==> src/design/murmur3_hash_stream_top_defines.svh <==
// Assertion macros for the murmur3 hash stream block.
`ifndef MURMUR3_HASH_STREAM_TOP_DEFINES_SVH
`define MURMUR3_HASH_STREAM_TOP_DEFINES_SVH
`ifndef SYNTHESIS
`define MH3_ASSERT(lbl, prop) \
	lbl: assert property (@(posedge clk) disable iff (!arst_n) prop) \
		else $error("mh3 assertion failed");
`define MH3_ASSERT_NEXT(lbl, ante, cons) \
	lbl: assert property (@(posedge clk) disable iff (!arst_n) (ante) |=> (cons)) \
		else $error("mh3 next-cycle assertion failed");
`else
`define MH3_ASSERT(lbl, prop)
`define MH3_ASSERT_NEXT(lbl, ante, cons)
`endif
`endif

==> src/design/mh3_pkg.sv <==
// Shared types, constants and helpers for the murmur3 hash stream block.
package mh3_pkg;

	localparam logic [31:0] MIX_C1  = 32'hcc9e2d51;
	localparam logic [31:0] MIX_C2  = 32'h1b873593;
	localparam logic [31:0] MIX_ADD = 32'he6546b64;
	localparam logic [31:0] FIN_C1  = 32'h85ebca6b;
	localparam logic [31:0] FIN_C2  = 32'hc2b2ae35;
	localparam logic [2:0]  FULL_COUNT = 3'd4;

	typedef struct packed {
		logic [31:0] key;
		logic [2:0]  count;
		logic        last;
	} mh3_item_t;

	typedef enum logic [1:0] {
		ST_MIX,
		ST_AV1,
		ST_AV2,
		ST_AV3
	} mh3_state_t;

	typedef struct packed {
		logic v_s1;
		logic v_s2;
	} mh3_front_stat_t;

	typedef struct packed {
		mh3_state_t fsm;
	} mh3_back_stat_t;

	function automatic logic [31:0] byte_mask(input logic [2:0] count);
		logic [31:0] m;
		case (count)
			3'd0: m = 32'h0000_0000;
			3'd1: m = 32'h0000_00ff;
			3'd2: m = 32'h0000_ffff;
			3'd3: m = 32'h00ff_ffff;
			default: m = 32'hffff_ffff;
		endcase
		return m;
	endfunction

endpackage

==> src/design/murmur3_hash_stream_top.sv <==
// Streaming MurmurHash3 (32-bit) top level.
// Input channel: in_valid/in_ready carry data_word (first byte in bits 7:0),
// byte_count (0..4, larger counts act as 4) and last. A beat with fewer than
// four bytes ends the message. Output channel: out_valid/out_ready carry hash,
// one beat per message. seed_we/seed_wdata write the seed; it is picked up on
// the first beat of each message.
// Throughput: one input beat per cycle for full words while the queue has room;
// a message-ending beat occupies the mixer for the mix step plus three avalanche
// steps, two of them bounded by one 32x32 multiplier.
// Path from last input beat to hash: two scramble stages, queue, mix, two
// multiply stages of the avalanche, result register.
// A FIFO_DEPTH-entry queue decouples the scrambler from the mixer, so input
// beats keep flowing while the mixer finishes a hash or the receiver stalls.
// When out_ready is low the result register holds its beat and the back end
// waits; the front keeps taking beats until the queue fills.
// Reset clears the pipeline, queue, running hash, byte total and seed (to 0).
module murmur3_hash_stream_top #(
	parameter int FIFO_DEPTH = 4
) (
	input  logic        clk,
	input  logic        arst_n,
	input  logic        seed_we,
	input  logic [31:0] seed_wdata,
	input  logic        in_valid,
	output logic        in_ready,
	input  logic [31:0] data_word,
	input  logic [2:0]  byte_count,
	input  logic        last,
	output logic        out_valid,
	input  logic        out_ready,
	output logic [31:0] hash
);
	import mh3_pkg::*;

	`include "murmur3_hash_stream_top_defines.svh"

	logic [31:0]     seed_q;
	mh3_item_t       f_item, q_item;
	logic            f_valid, q_not_full, q_not_empty, q_pop;
	mh3_front_stat_t fstat;
	mh3_back_stat_t  bstat;

	always_ff @(posedge clk or negedge arst_n) begin
		if (!arst_n) begin
			seed_q <= '0;
		end else if (seed_we) begin
			seed_q <= seed_wdata;
		end
	end

	mh3_front u_front (
		.clk        (clk),
		.arst_n     (arst_n),
		.in_valid   (in_valid),
		.in_ready   (in_ready),
		.data_word  (data_word),
		.byte_count (byte_count),
		.last       (last),
		.item_valid (f_valid),
		.item_ready (q_not_full),
		.item       (f_item),
		.stat       (fstat)
	);

	mh3_fifo #(
		.DEPTH (FIFO_DEPTH)
	) u_fifo (
		.clk       (clk),
		.arst_n    (arst_n),
		.push      (f_valid),
		.push_item (f_item),
		.not_full  (q_not_full),
		.not_empty (q_not_empty),
		.pop       (q_pop),
		.pop_item  (q_item)
	);

	mh3_back u_back (
		.clk       (clk),
		.arst_n    (arst_n),
		.seed      (seed_q),
		.q_valid   (q_not_empty),
		.q_item    (q_item),
		.q_pop     (q_pop),
		.out_valid (out_valid),
		.out_ready (out_ready),
		.hash      (hash),
		.stat      (bstat)
	);

	`MH3_ASSERT(a_pop_only_in_mix, (bstat.fsm != ST_MIX) |-> !q_pop)
	`MH3_ASSERT(a_result_from_avalanche, $rose(out_valid) |-> ($past(bstat.fsm) == ST_AV3))
	`MH3_ASSERT_NEXT(a_accept_fills_s1, in_valid && in_ready, fstat.v_s1)
	`MH3_ASSERT(a_s2_push_when_room, (fstat.v_s2 && q_not_full) |-> f_valid)

endmodule

==> src/design/mh3_fifo.sv <==
// Small register queue between the key scrambler and the hash mixer.
module mh3_fifo #(
	parameter int DEPTH = 4
) (
	input  logic            clk,
	input  logic            arst_n,
	input  logic            push,
	input  mh3_pkg::mh3_item_t push_item,
	output logic            not_full,
	output logic            not_empty,
	input  logic            pop,
	output mh3_pkg::mh3_item_t pop_item
);
	import mh3_pkg::*;

	localparam int PW = (DEPTH > 1) ? $clog2(DEPTH) : 1;
	localparam int CW = $clog2(DEPTH + 1);

	mh3_item_t       mem_q [DEPTH];
	logic [PW-1:0]   wr_ptr_q;
	logic [PW-1:0]   rd_ptr_q;
	logic [CW-1:0]   cnt_q;
	logic            do_push;
	logic            do_pop;

	assign not_full  = (cnt_q != CW'(DEPTH));
	assign not_empty = (cnt_q != '0);
	assign do_push   = push && not_full;
	assign do_pop    = pop && not_empty;
	assign pop_item  = mem_q[rd_ptr_q];

	always_ff @(posedge clk) begin
		if (do_push) begin
			mem_q[wr_ptr_q] <= push_item;
		end
	end

	always_ff @(posedge clk or negedge arst_n) begin
		if (!arst_n) begin
			wr_ptr_q <= '0;
			rd_ptr_q <= '0;
			cnt_q    <= '0;
		end else begin
			if (do_push) begin
				wr_ptr_q <= (wr_ptr_q == PW'(DEPTH - 1)) ? '0 : wr_ptr_q + 1'b1;
			end
			if (do_pop) begin
				rd_ptr_q <= (rd_ptr_q == PW'(DEPTH - 1)) ? '0 : rd_ptr_q + 1'b1;
			end
			if (do_push && !do_pop) begin
				cnt_q <= cnt_q + 1'b1;
			end else if (!do_push && do_pop) begin
				cnt_q <= cnt_q - 1'b1;
			end
		end
	end

endmodule

==> src/design/mh3_front.sv <==
// Front end: input beat intake, count classification and two-stage key scramble.
module mh3_front (
	input  logic                    clk,
	input  logic                    arst_n,
	input  logic                    in_valid,
	output logic                    in_ready,
	input  logic [31:0]             data_word,
	input  logic [2:0]              byte_count,
	input  logic                    last,
	output logic                    item_valid,
	input  logic                    item_ready,
	output mh3_pkg::mh3_item_t      item,
	output mh3_pkg::mh3_front_stat_t stat
);
	import mh3_pkg::*;

	logic        v_s1, v_s2;
	logic [31:0] k_s1, k_s2;
	logic [2:0]  cnt_s1, cnt_s2;
	logic        last_s1, last_s2;
	logic        adv1, adv2;
	logic [2:0]  cnt_sat;
	logic [31:0] k_mul1;
	logic [31:0] k_rot;
	logic [31:0] k_mul2;

	assign adv2     = !v_s2 || item_ready;
	assign adv1     = !v_s1 || adv2;
	assign in_ready = adv1;

	assign cnt_sat = (byte_count > FULL_COUNT) ? FULL_COUNT : byte_count;
	assign k_mul1  = (data_word & byte_mask(cnt_sat)) * MIX_C1;
	assign k_rot   = {k_s1[16:0], k_s1[31:17]};
	assign k_mul2  = k_rot * MIX_C2;

	always_ff @(posedge clk or negedge arst_n) begin
		if (!arst_n) begin
			v_s1 <= 1'b0;
			v_s2 <= 1'b0;
		end else begin
			if (adv1) begin
				v_s1 <= in_valid;
			end
			if (adv2) begin
				v_s2 <= v_s1;
			end
		end
	end

	always_ff @(posedge clk) begin
		if (adv1 && in_valid) begin
			k_s1    <= k_mul1;
			cnt_s1  <= cnt_sat;
			last_s1 <= last || (cnt_sat != FULL_COUNT);
		end
		if (adv2 && v_s1) begin
			k_s2    <= k_mul2;
			cnt_s2  <= cnt_s1;
			last_s2 <= last_s1;
		end
	end

	assign item_valid = v_s2;
	assign item.key   = k_s2;
	assign item.count = cnt_s2;
	assign item.last  = last_s2;
	assign stat.v_s1  = v_s1;
	assign stat.v_s2  = v_s2;

endmodule

==> src/design/mh3_back.sv <==
// Back end: running hash update, byte total, final avalanche and result register.
module mh3_back (
	input  logic                   clk,
	input  logic                   arst_n,
	input  logic [31:0]            seed,
	input  logic                   q_valid,
	input  mh3_pkg::mh3_item_t     q_item,
	output logic                   q_pop,
	output logic                   out_valid,
	input  logic                   out_ready,
	output logic [31:0]            hash,
	output mh3_pkg::mh3_back_stat_t stat
);
	import mh3_pkg::*;

	mh3_state_t  state_q, state_d;
	logic [31:0] run_q;
	logic [31:0] tot_q;
	logic        at_start_q;
	logic [31:0] fin_q;
	logic [31:0] hash_q;
	logic        out_valid_q;

	logic [31:0] h_base, tot_new, h_x, h_rot, h_mix;
	logic        out_load;
	logic [31:0] av1_x, av2_x;

	assign h_base  = at_start_q ? seed : run_q;
	assign tot_new = (at_start_q ? 32'd0 : tot_q) + {29'd0, q_item.count};
	assign h_x     = h_base ^ q_item.key;
	assign h_rot   = {h_x[18:0], h_x[31:19]};
	assign h_mix   = (q_item.count == FULL_COUNT) ?
		(h_rot + {h_rot[29:0], 2'b00} + MIX_ADD) : h_x;
	assign av1_x   = fin_q ^ {16'd0, fin_q[31:16]};
	assign av2_x   = fin_q ^ {13'd0, fin_q[31:13]};
	assign out_load = (state_q == ST_AV3) && (!out_valid_q || out_ready);

	always_comb begin
		state_d = state_q;
		q_pop   = 1'b0;
		case (state_q)
			ST_MIX: begin
				q_pop = q_valid;
				if (q_valid && q_item.last) begin
					state_d = ST_AV1;
				end
			end
			ST_AV1: state_d = ST_AV2;
			ST_AV2: state_d = ST_AV3;
			ST_AV3: begin
				if (out_load) begin
					state_d = ST_MIX;
				end
			end
			default: state_d = ST_MIX;
		endcase
	end

	always_ff @(posedge clk or negedge arst_n) begin
		if (!arst_n) begin
			state_q <= ST_MIX;
		end else begin
			state_q <= state_d;
		end
	end

	always_ff @(posedge clk or negedge arst_n) begin
		if (!arst_n) begin
			run_q       <= '0;
			tot_q       <= '0;
			at_start_q  <= 1'b1;
			out_valid_q <= 1'b0;
		end else begin
			if (q_pop) begin
				if (q_item.last) begin
					run_q      <= '0;
					tot_q      <= '0;
					at_start_q <= 1'b1;
				end else begin
					run_q      <= h_mix;
					tot_q      <= tot_new;
					at_start_q <= 1'b0;
				end
			end
			if (out_load) begin
				out_valid_q <= 1'b1;
			end else if (out_ready) begin
				out_valid_q <= 1'b0;
			end
		end
	end

	always_ff @(posedge clk) begin
		case (state_q)
			ST_MIX: fin_q <= h_mix ^ tot_new;
			ST_AV1: fin_q <= av1_x * FIN_C1;
			ST_AV2: fin_q <= av2_x * FIN_C2;
			default: fin_q <= fin_q;
		endcase
		if (out_load) begin
			hash_q <= av1_x;
		end
	end

	assign out_valid = out_valid_q;
	assign hash      = hash_q;
	assign stat.fsm  = state_q;

endmodule

==> config.mk <==
export PLATFORM = sky130hd
export DESIGN_NAME = murmur3_hash_stream_top
export DESIGN_NICKNAME = d
export VERILOG_FILES = /design/src/design/mh3_pkg.sv /design/src/design/murmur3_hash_stream_top.sv /design/src/design/mh3_fifo.sv /design/src/design/mh3_front.sv /design/src/design/mh3_back.sv
export VERILOG_INCLUDE_DIRS = /design/src /design/src/design
export SDC_FILE = /design/constraint.sdc
export NUM_CORES = 2
export LEC_CHECK = 0
export BUFFER_PORTS_ARGS = -buffer_cell sky130_fd_sc_hd__buf_4
export CAP_MARGIN = 10
export CORE_UTILIZATION = 25
export DETAILED_ROUTE_END_ITERATION = 10
export GPL_TIMING_DRIVEN = 0
export PLACE_DENSITY_LB_ADDON = 0.15
export SYNTH_ARGS = -nofsm -noshare
export SYNTH_HDL_FRONTEND = slang
export SYNTH_SLANG_ARGS = --single-unit
==> constraint.sdc <==
create_clock -name clk -period 15.4 [get_ports clk]
set_clock_uncertainty 0.05 [all_clocks]
set_input_delay 3.08 -clock clk [delete_from_list [all_inputs] [get_ports clk]]
set_output_delay 3.08 -clock clk [all_outputs]
set_load 0.005 [all_outputs]
=== Word-level counts from Yosys, hierarchy flattened ===
Memory sizes are Yosys's and may differ from the RTL's.
Cells that the tools add are included.
Widths: inputs -> output; s select.

* Memories kept: 1
* Bits in registers: 245
* Output and inout bits: 34
* Bits in writable memories: 144
* Word-level logic and storage cells: 95
* Bits of input ports: 73

{| class="wikitable"
|+ Memory list
! name !! depth !! bits a word !! rd ports !! clocked after Yosys merged registers in !! wr ports !! line !! RTL
|-
| u_fifo.mem_q || 4 || 36 || 1 || 0 || 1 || mh3_fifo.sv:19 || <nowiki>mh3_item_t mem_q [DEPTH];</nowiki>
|}

* Equality and inequality tests: 13
* Bitwise operators: 5
* $add $sub $neg: 7
* Mux-type cells: 21
* Reductions and logical operators: 24
* Magnitude comparators: 1
* Multiply operators: 4

{| class="wikitable"
|+ Operators with widths
! cell !! count
|-
| $mux 32 || 5
|-
| $pmux 32 s4 || 1
|-
| $pmux 32 s3 || 1
|-
| $mul 32x31->32 const B || 2
|-
| $xor 32x32->32 || 2
|-
| $add 32x3->32 || 1
|-
| $add 32x32->32 || 1
|-
| $add 32x32->32 const B || 1
|-
| $and 32x32->32 || 1
|-
| $mul 32x29->32 const B || 1
|-
| $mul 32x32->32 const B || 1
|-
| $xor 32x16->32 || 1
|-
| $xor 32x19->32 || 1
|-
| $mux 3 || 3
|-
| $eq 2x2->1 const B || 4
|-
| $logic_and 1x1->1 || 8
|-
| $mux 2 || 4
|-
| $pmux 2 s4 || 1
|-
| $eq 3x2->1 const B || 2
|-
| $mux 1 || 6
|-
| $ne 3x3->1 const B || 2
|-
| $reduce_bool 3->1 || 2
|-
| $logic_not 1->1 || 5
|-
| $add 2x1->2 const B || 2
|-
| other kinds (12) || 17
|}

=== Longest topological paths before layout ===
* Depth after elaboration: 7
* Mapped depth: 29
* Gate-level depth less buffers: 28

=== Modules after synthesis ===
From an unflattened synthesis, not the netlist that was laid out.

* Cell total of the unflattened synthesis: 4915
* Area, all modules: 52530.4 µm²

{| class="wikitable"
|+ Modules (own cells, without submodules)
! module !! times used !! cells each !! sequential area each (µm²) !! area each (µm²)
|-
| mh3_back || 1 || 2819 || 3624.7 || 26937.1
|-
| mh3_front || 1 || 1804 || 2212.1 || 18622.9
|-
| mh3_fifo || 1 || 224 || 4499.3 || 5625.4
|-
| murmur3_hash_stream_top || 1 || 68 || 800.8 || 1345.0
|}

=== Worst setup path after synthesis ===
OpenSTA, ideal clock, no wires.

* Kind: input port to flip-flop
* Start: input port byte_count[2]
* End: register u_front.k_s1[30] (data pin)
* Slack: 5.878 ns
* Setup time: 0.266 ns
* Data required time: 15.084 ns
* Buffers on the path: 1
* Arrival time: 9.206 ns
* Cell stages on the path: 25
* Path through: or3_1 -> clkbuf_1 -> and2_1 -> nand2_1 -> mux2_2 -> ha_1 -> o21bai_1 -> fa_1 -> inv_1 -> fa_1 -> inv_1 -> fa_1 -> ha_1 -> fa_1 -> ha_1 -> ha_1 -> a21o_1 -> a21oi_1 -> a311oi_1 -> a211oi_1 -> nor4b_1 -> o21a_1 -> o21a_1 -> o41ai_1 -> xnor2_1

* Word-level cells in the longest chain between the ends: 6
* Elaborated cells between the ends (all ways): 9
* Classes of those cells: mul (1); order compare (1); eq/ne (3); mux (2); bitwise (1); reduce/logical (1)

{| class="wikitable"
|+ Ends and longest elaborated chain
! item !! line !! RTL
|-
| from (decl) || murmur3_hash_stream_top.sv:27 || <nowiki>input logic [2:0] byte_count,</nowiki>
|-
| $gt 3x3->1 || mh3_front.sv:31 || <nowiki>assign cnt_sat = (byte_count > FULL_COUNT) ? FULL_COUNT : byte_count;</nowiki>
|-
| $mux 3 * || mh3_front.sv:31 ||
|-
| $eq 3x2->1, or another cell as far along || mh3_pkg.sv:35 || <nowiki>case (count)</nowiki>
|-
| $pmux 32 s4 * || mh3_pkg.sv:35 ||
|-
| $and 32x32->32 * || mh3_front.sv:32 || <nowiki>assign k_mul1 = (data_word & byte_mask(cnt_sat)) * MIX_C1;</nowiki>
|-
| $mul 32x31->32 * || mh3_front.sv:32 ||
|-
| named net u_front.k_mul1[30] || mh3_front.sv:23 || <nowiki>logic [31:0] k_mul1;</nowiki>
|-
| to (signal assigned) || mh3_front.sv:52 || <nowiki>k_s1 <= k_mul1;</nowiki>
|-
| to (decl) || mh3_front.sv:18 || <nowiki>logic [31:0] k_s1, k_s2;</nowiki>
|}

The timed path passes the listed nets; every way through them passes the cells marked *.
A chain may end at the register's enable or synchronous reset.

=== Worst setup path in the final report ===
Ends and elaborated chain as after synthesis.

==> reports/qor.yml <==
run_status:
  outcome: "complete, no violations"
logic_synthesis:
  synth_compound_gate_area_share_pct: 6.51
  syn_nets: 6418
  ys_ff_latch: 389
  netlist_instances: 4819
  synthFlopType: "edfxtp_1"
  synth-xor-area-share_pct: 6.61
  synth.area.mux_share_pct: 3.07
  yosysTopAreaCellShare_pct: 28.1
  synth-async-reset-ratio_pct: 28.0
  synth-edff-count: 280
  synthTopCellsByArea: "fa_1, ha_1, edfxtp_1, inv_1, dfrtp_1"
  yosysSeqAreaShare_pct: 21.5
  synthSimpleGateAreaFrac_pct: 4.97
  yosysTopAreaCell: "fa_1"
  synth.distinct_cells: 83
  synth_fa_ha_area_share_pct: 47.5
  yosysWarnings: 0
  syn_area_per_cell_um2: 10.7
  synth_top_family_by_area: "adder cells"
  netlist_area_um2: 51700
global_routing:
  grt_overflow: 0
  track_usage_pct: 15.6
  antenna_found_initial: 1
  grt_pass1_wl_um: 239000
  grt_max_degree: 72
  grt_pass1_vias: 35904
clock_tree:
  clk_pin_slew_ns: 0.06
  cts_tree: "built"
  cts_sinks: 389
  cts_buffer_depth: 3
  numCtsBuffers: 50
  cts-root-buf: "clkbuf_16"
  cts_setup_buffers: 0
  cts.repair.resized: 0
  postCtsHoldBufs: 0
  clkLatencyLatePin_ns: 0.66
  htreeDepth: 2
critical_path:
  ff2ff_setup_slack_ns: 6.30
  cp-end-kind: "flip-flop"
  cp-start-kind: "input pin"
  path_max_fanout: 10
  arrival_ns: 11.18
  critPathRequiredTime_ns: 15.77
  crit_type: "input pin to flip-flop"
detailed_routing:
  routedWlPerCell_um: 20.7
  drt_iter0_drc: 1441
  drc_errors: 0
  vias: 32872
  via_per_inst: 4.26
  firstDrtPassIters: 6
  wirelength_um: 160000
  ant_nets: 0
floorplanning:
  dieArea_um2: 209000
  dieHeight_um: 457
  rows: 166
  io_pins: 107
  start_util_pct: 25.2
  fp.dieW_um: 457
  coreArea_um2: 205000
sta:
  setup_viol: 0
  min_period_ns: 10.82
  maxSlewViolCount: 0
  fmax_mhz: 92.5
  rsz0062_at_grt: "false"
  hold_viol_final: 0
  tightest_slew_ns: 1.30
  slew_headroom_pct: 12.9
  tns_ns: 0
  min_period_over_period_pct: 70.2
job:
  maxCapViolCount: 0
place:
  io_buffer_count: 101
  routabilityCongestion: 0.851
  post-dp-hpwl_um: 138000
final_layout:
  area_growth_pct: 11.7
  drive_gt1_share_pct: 6.25
  final_common_cell: "inv_1"
  seq_area_um2: 11100
  multiInputGateArea_um2: 35500
  final_nets: 6582
  most-common-layout-cells: "inv_1, ha_1, fa_1"
  final_core_util_pct: 28.2
  fill_cells: 21564
min_path:
  hold_class: "flip-flop to flip-flop"
[state kept, by name, summed over array words and instances (netlist names), 2 cells and up]
register and cells:
u_front.cnt_s1 3, u_fifo.cnt_q 3, u_back.stat 2, u_front.cnt_s2 3
u_back.hash 32, u_fifo.wr_ptr_q 2, seed_q 32, u_front.k_s1 32
u_back.run_q 32, u_fifo.rd_ptr_q 2, u_front.k_s2 32, u_fifo.mem_q 144
u_back.fin_q 32, u_back.tot_q 32
[stage by stage]
step,setup WS (ns),instance area (µm²),std cells,hold slack (ns)
2_1_floorplan,5.88,51700,4819,0.350
3_3_place_gp,3.70,55800,7608,0.354
3_5_place_dp,3.75,56100,7619,0.358
4_1_cts,4.46,57800,7712,0.372
5_1_grt,4.04,57800,7713,0.376
6_report,4.58,57800,7713,0.369
[logic make-up after synthesis]
family | after synthesis
AND/OR/NAND/NOR | 537
buffers and inverters | 1352
flip-flops | 389
AO/OA/AOI/OAI | 519
XOR/XNOR | 387
adder cells (fa/ha/maj) | 1526
multiplexers | 109
[metal layers]
layer / global-route usage (%) / part of all wire (%) / up-vias
li1: - / - / 15712
met1: 19.7 / 43 / 16598
met2: 28.1 / 51 / 425
met3: 1.31 / 2.4 / 137
met4: 4.20 / 2.8 / 0
met5: 0 / 0 / -
[final timing paths]
kind | end | startpoint | cells after the start
max | u_front.k_s1[30] | byte_count[2] | 26
min | u_front.cnt_s2[2] | u_front.cnt_s1[2] | 0
max reg2reg | u_back.fin_q[31] | u_back.fin_q[22] | 24
min reg2reg | u_front.cnt_s2[2] | u_front.cnt_s1[2] | 0
max in group asynchronous | u_back.at_start_q | arst_n | 2
min in group asynchronous | seed_q[0] | arst_n | 1
[final cells by class]
cell class | count | share of cell area, %
multi-input combinational | 3078 | 61.5
sequential | 389 | 19.3
inverter | 1279 | 8.31
tap | 2688 | 5.82
clock buffer | 63 | 2.30
timing repair buffer | 112 | 1.67
clock inverter | 30 | 0.617
buffer | 73 | 0.507
antenna | 1 | 0.00433
[synth_stat cells, drive strengths merged (17+ instances only)]
library cell and n:
and2 32, mux4 36, mux2 35, mux2i 38, xnor2 269, ha 800
nand3 33, nand2b 32, o21ai 133, buf 18, fa 726, o21a 31
nand2 165, edfxtp 280, a21oi 138, clkbuf 55, a21o 52, nor2 139
dfrtp 108, inv 1277, a22o 23, a221oi 25, nor3 26, and3 26
xor2 117, nor2b 28, or2 17
[critical path, stage by stage]
cell	delay [ns]
buf_4	0.18
or3_1	0.13
clkbuf_1	0.30
clkbuf_1	0.44
and2_1	0.77
ha_1	0.54
ha_1	0.28
fa_1	0.47
inv_1	0.05
fa_1	0.49
inv_1	0.04
ha_1	0.27
ha_1	0.29
fa_1	0.44
ha_1	0.29
ha_1	0.30
o21ai_0	0.16
nor2_1	0.33
o2111ai_1	0.20
a311oi_1	0.69
a211oi_1	0.20
nor4b_1	0.47
o21a_1	0.21
o21a_1	0.15
o41ai_1	0.08
xnor2_1	0.32
Power is left out: the tool's default activity adds up to more than one toggle a clock period on the data nets, which glitch-free logic cannot reach.
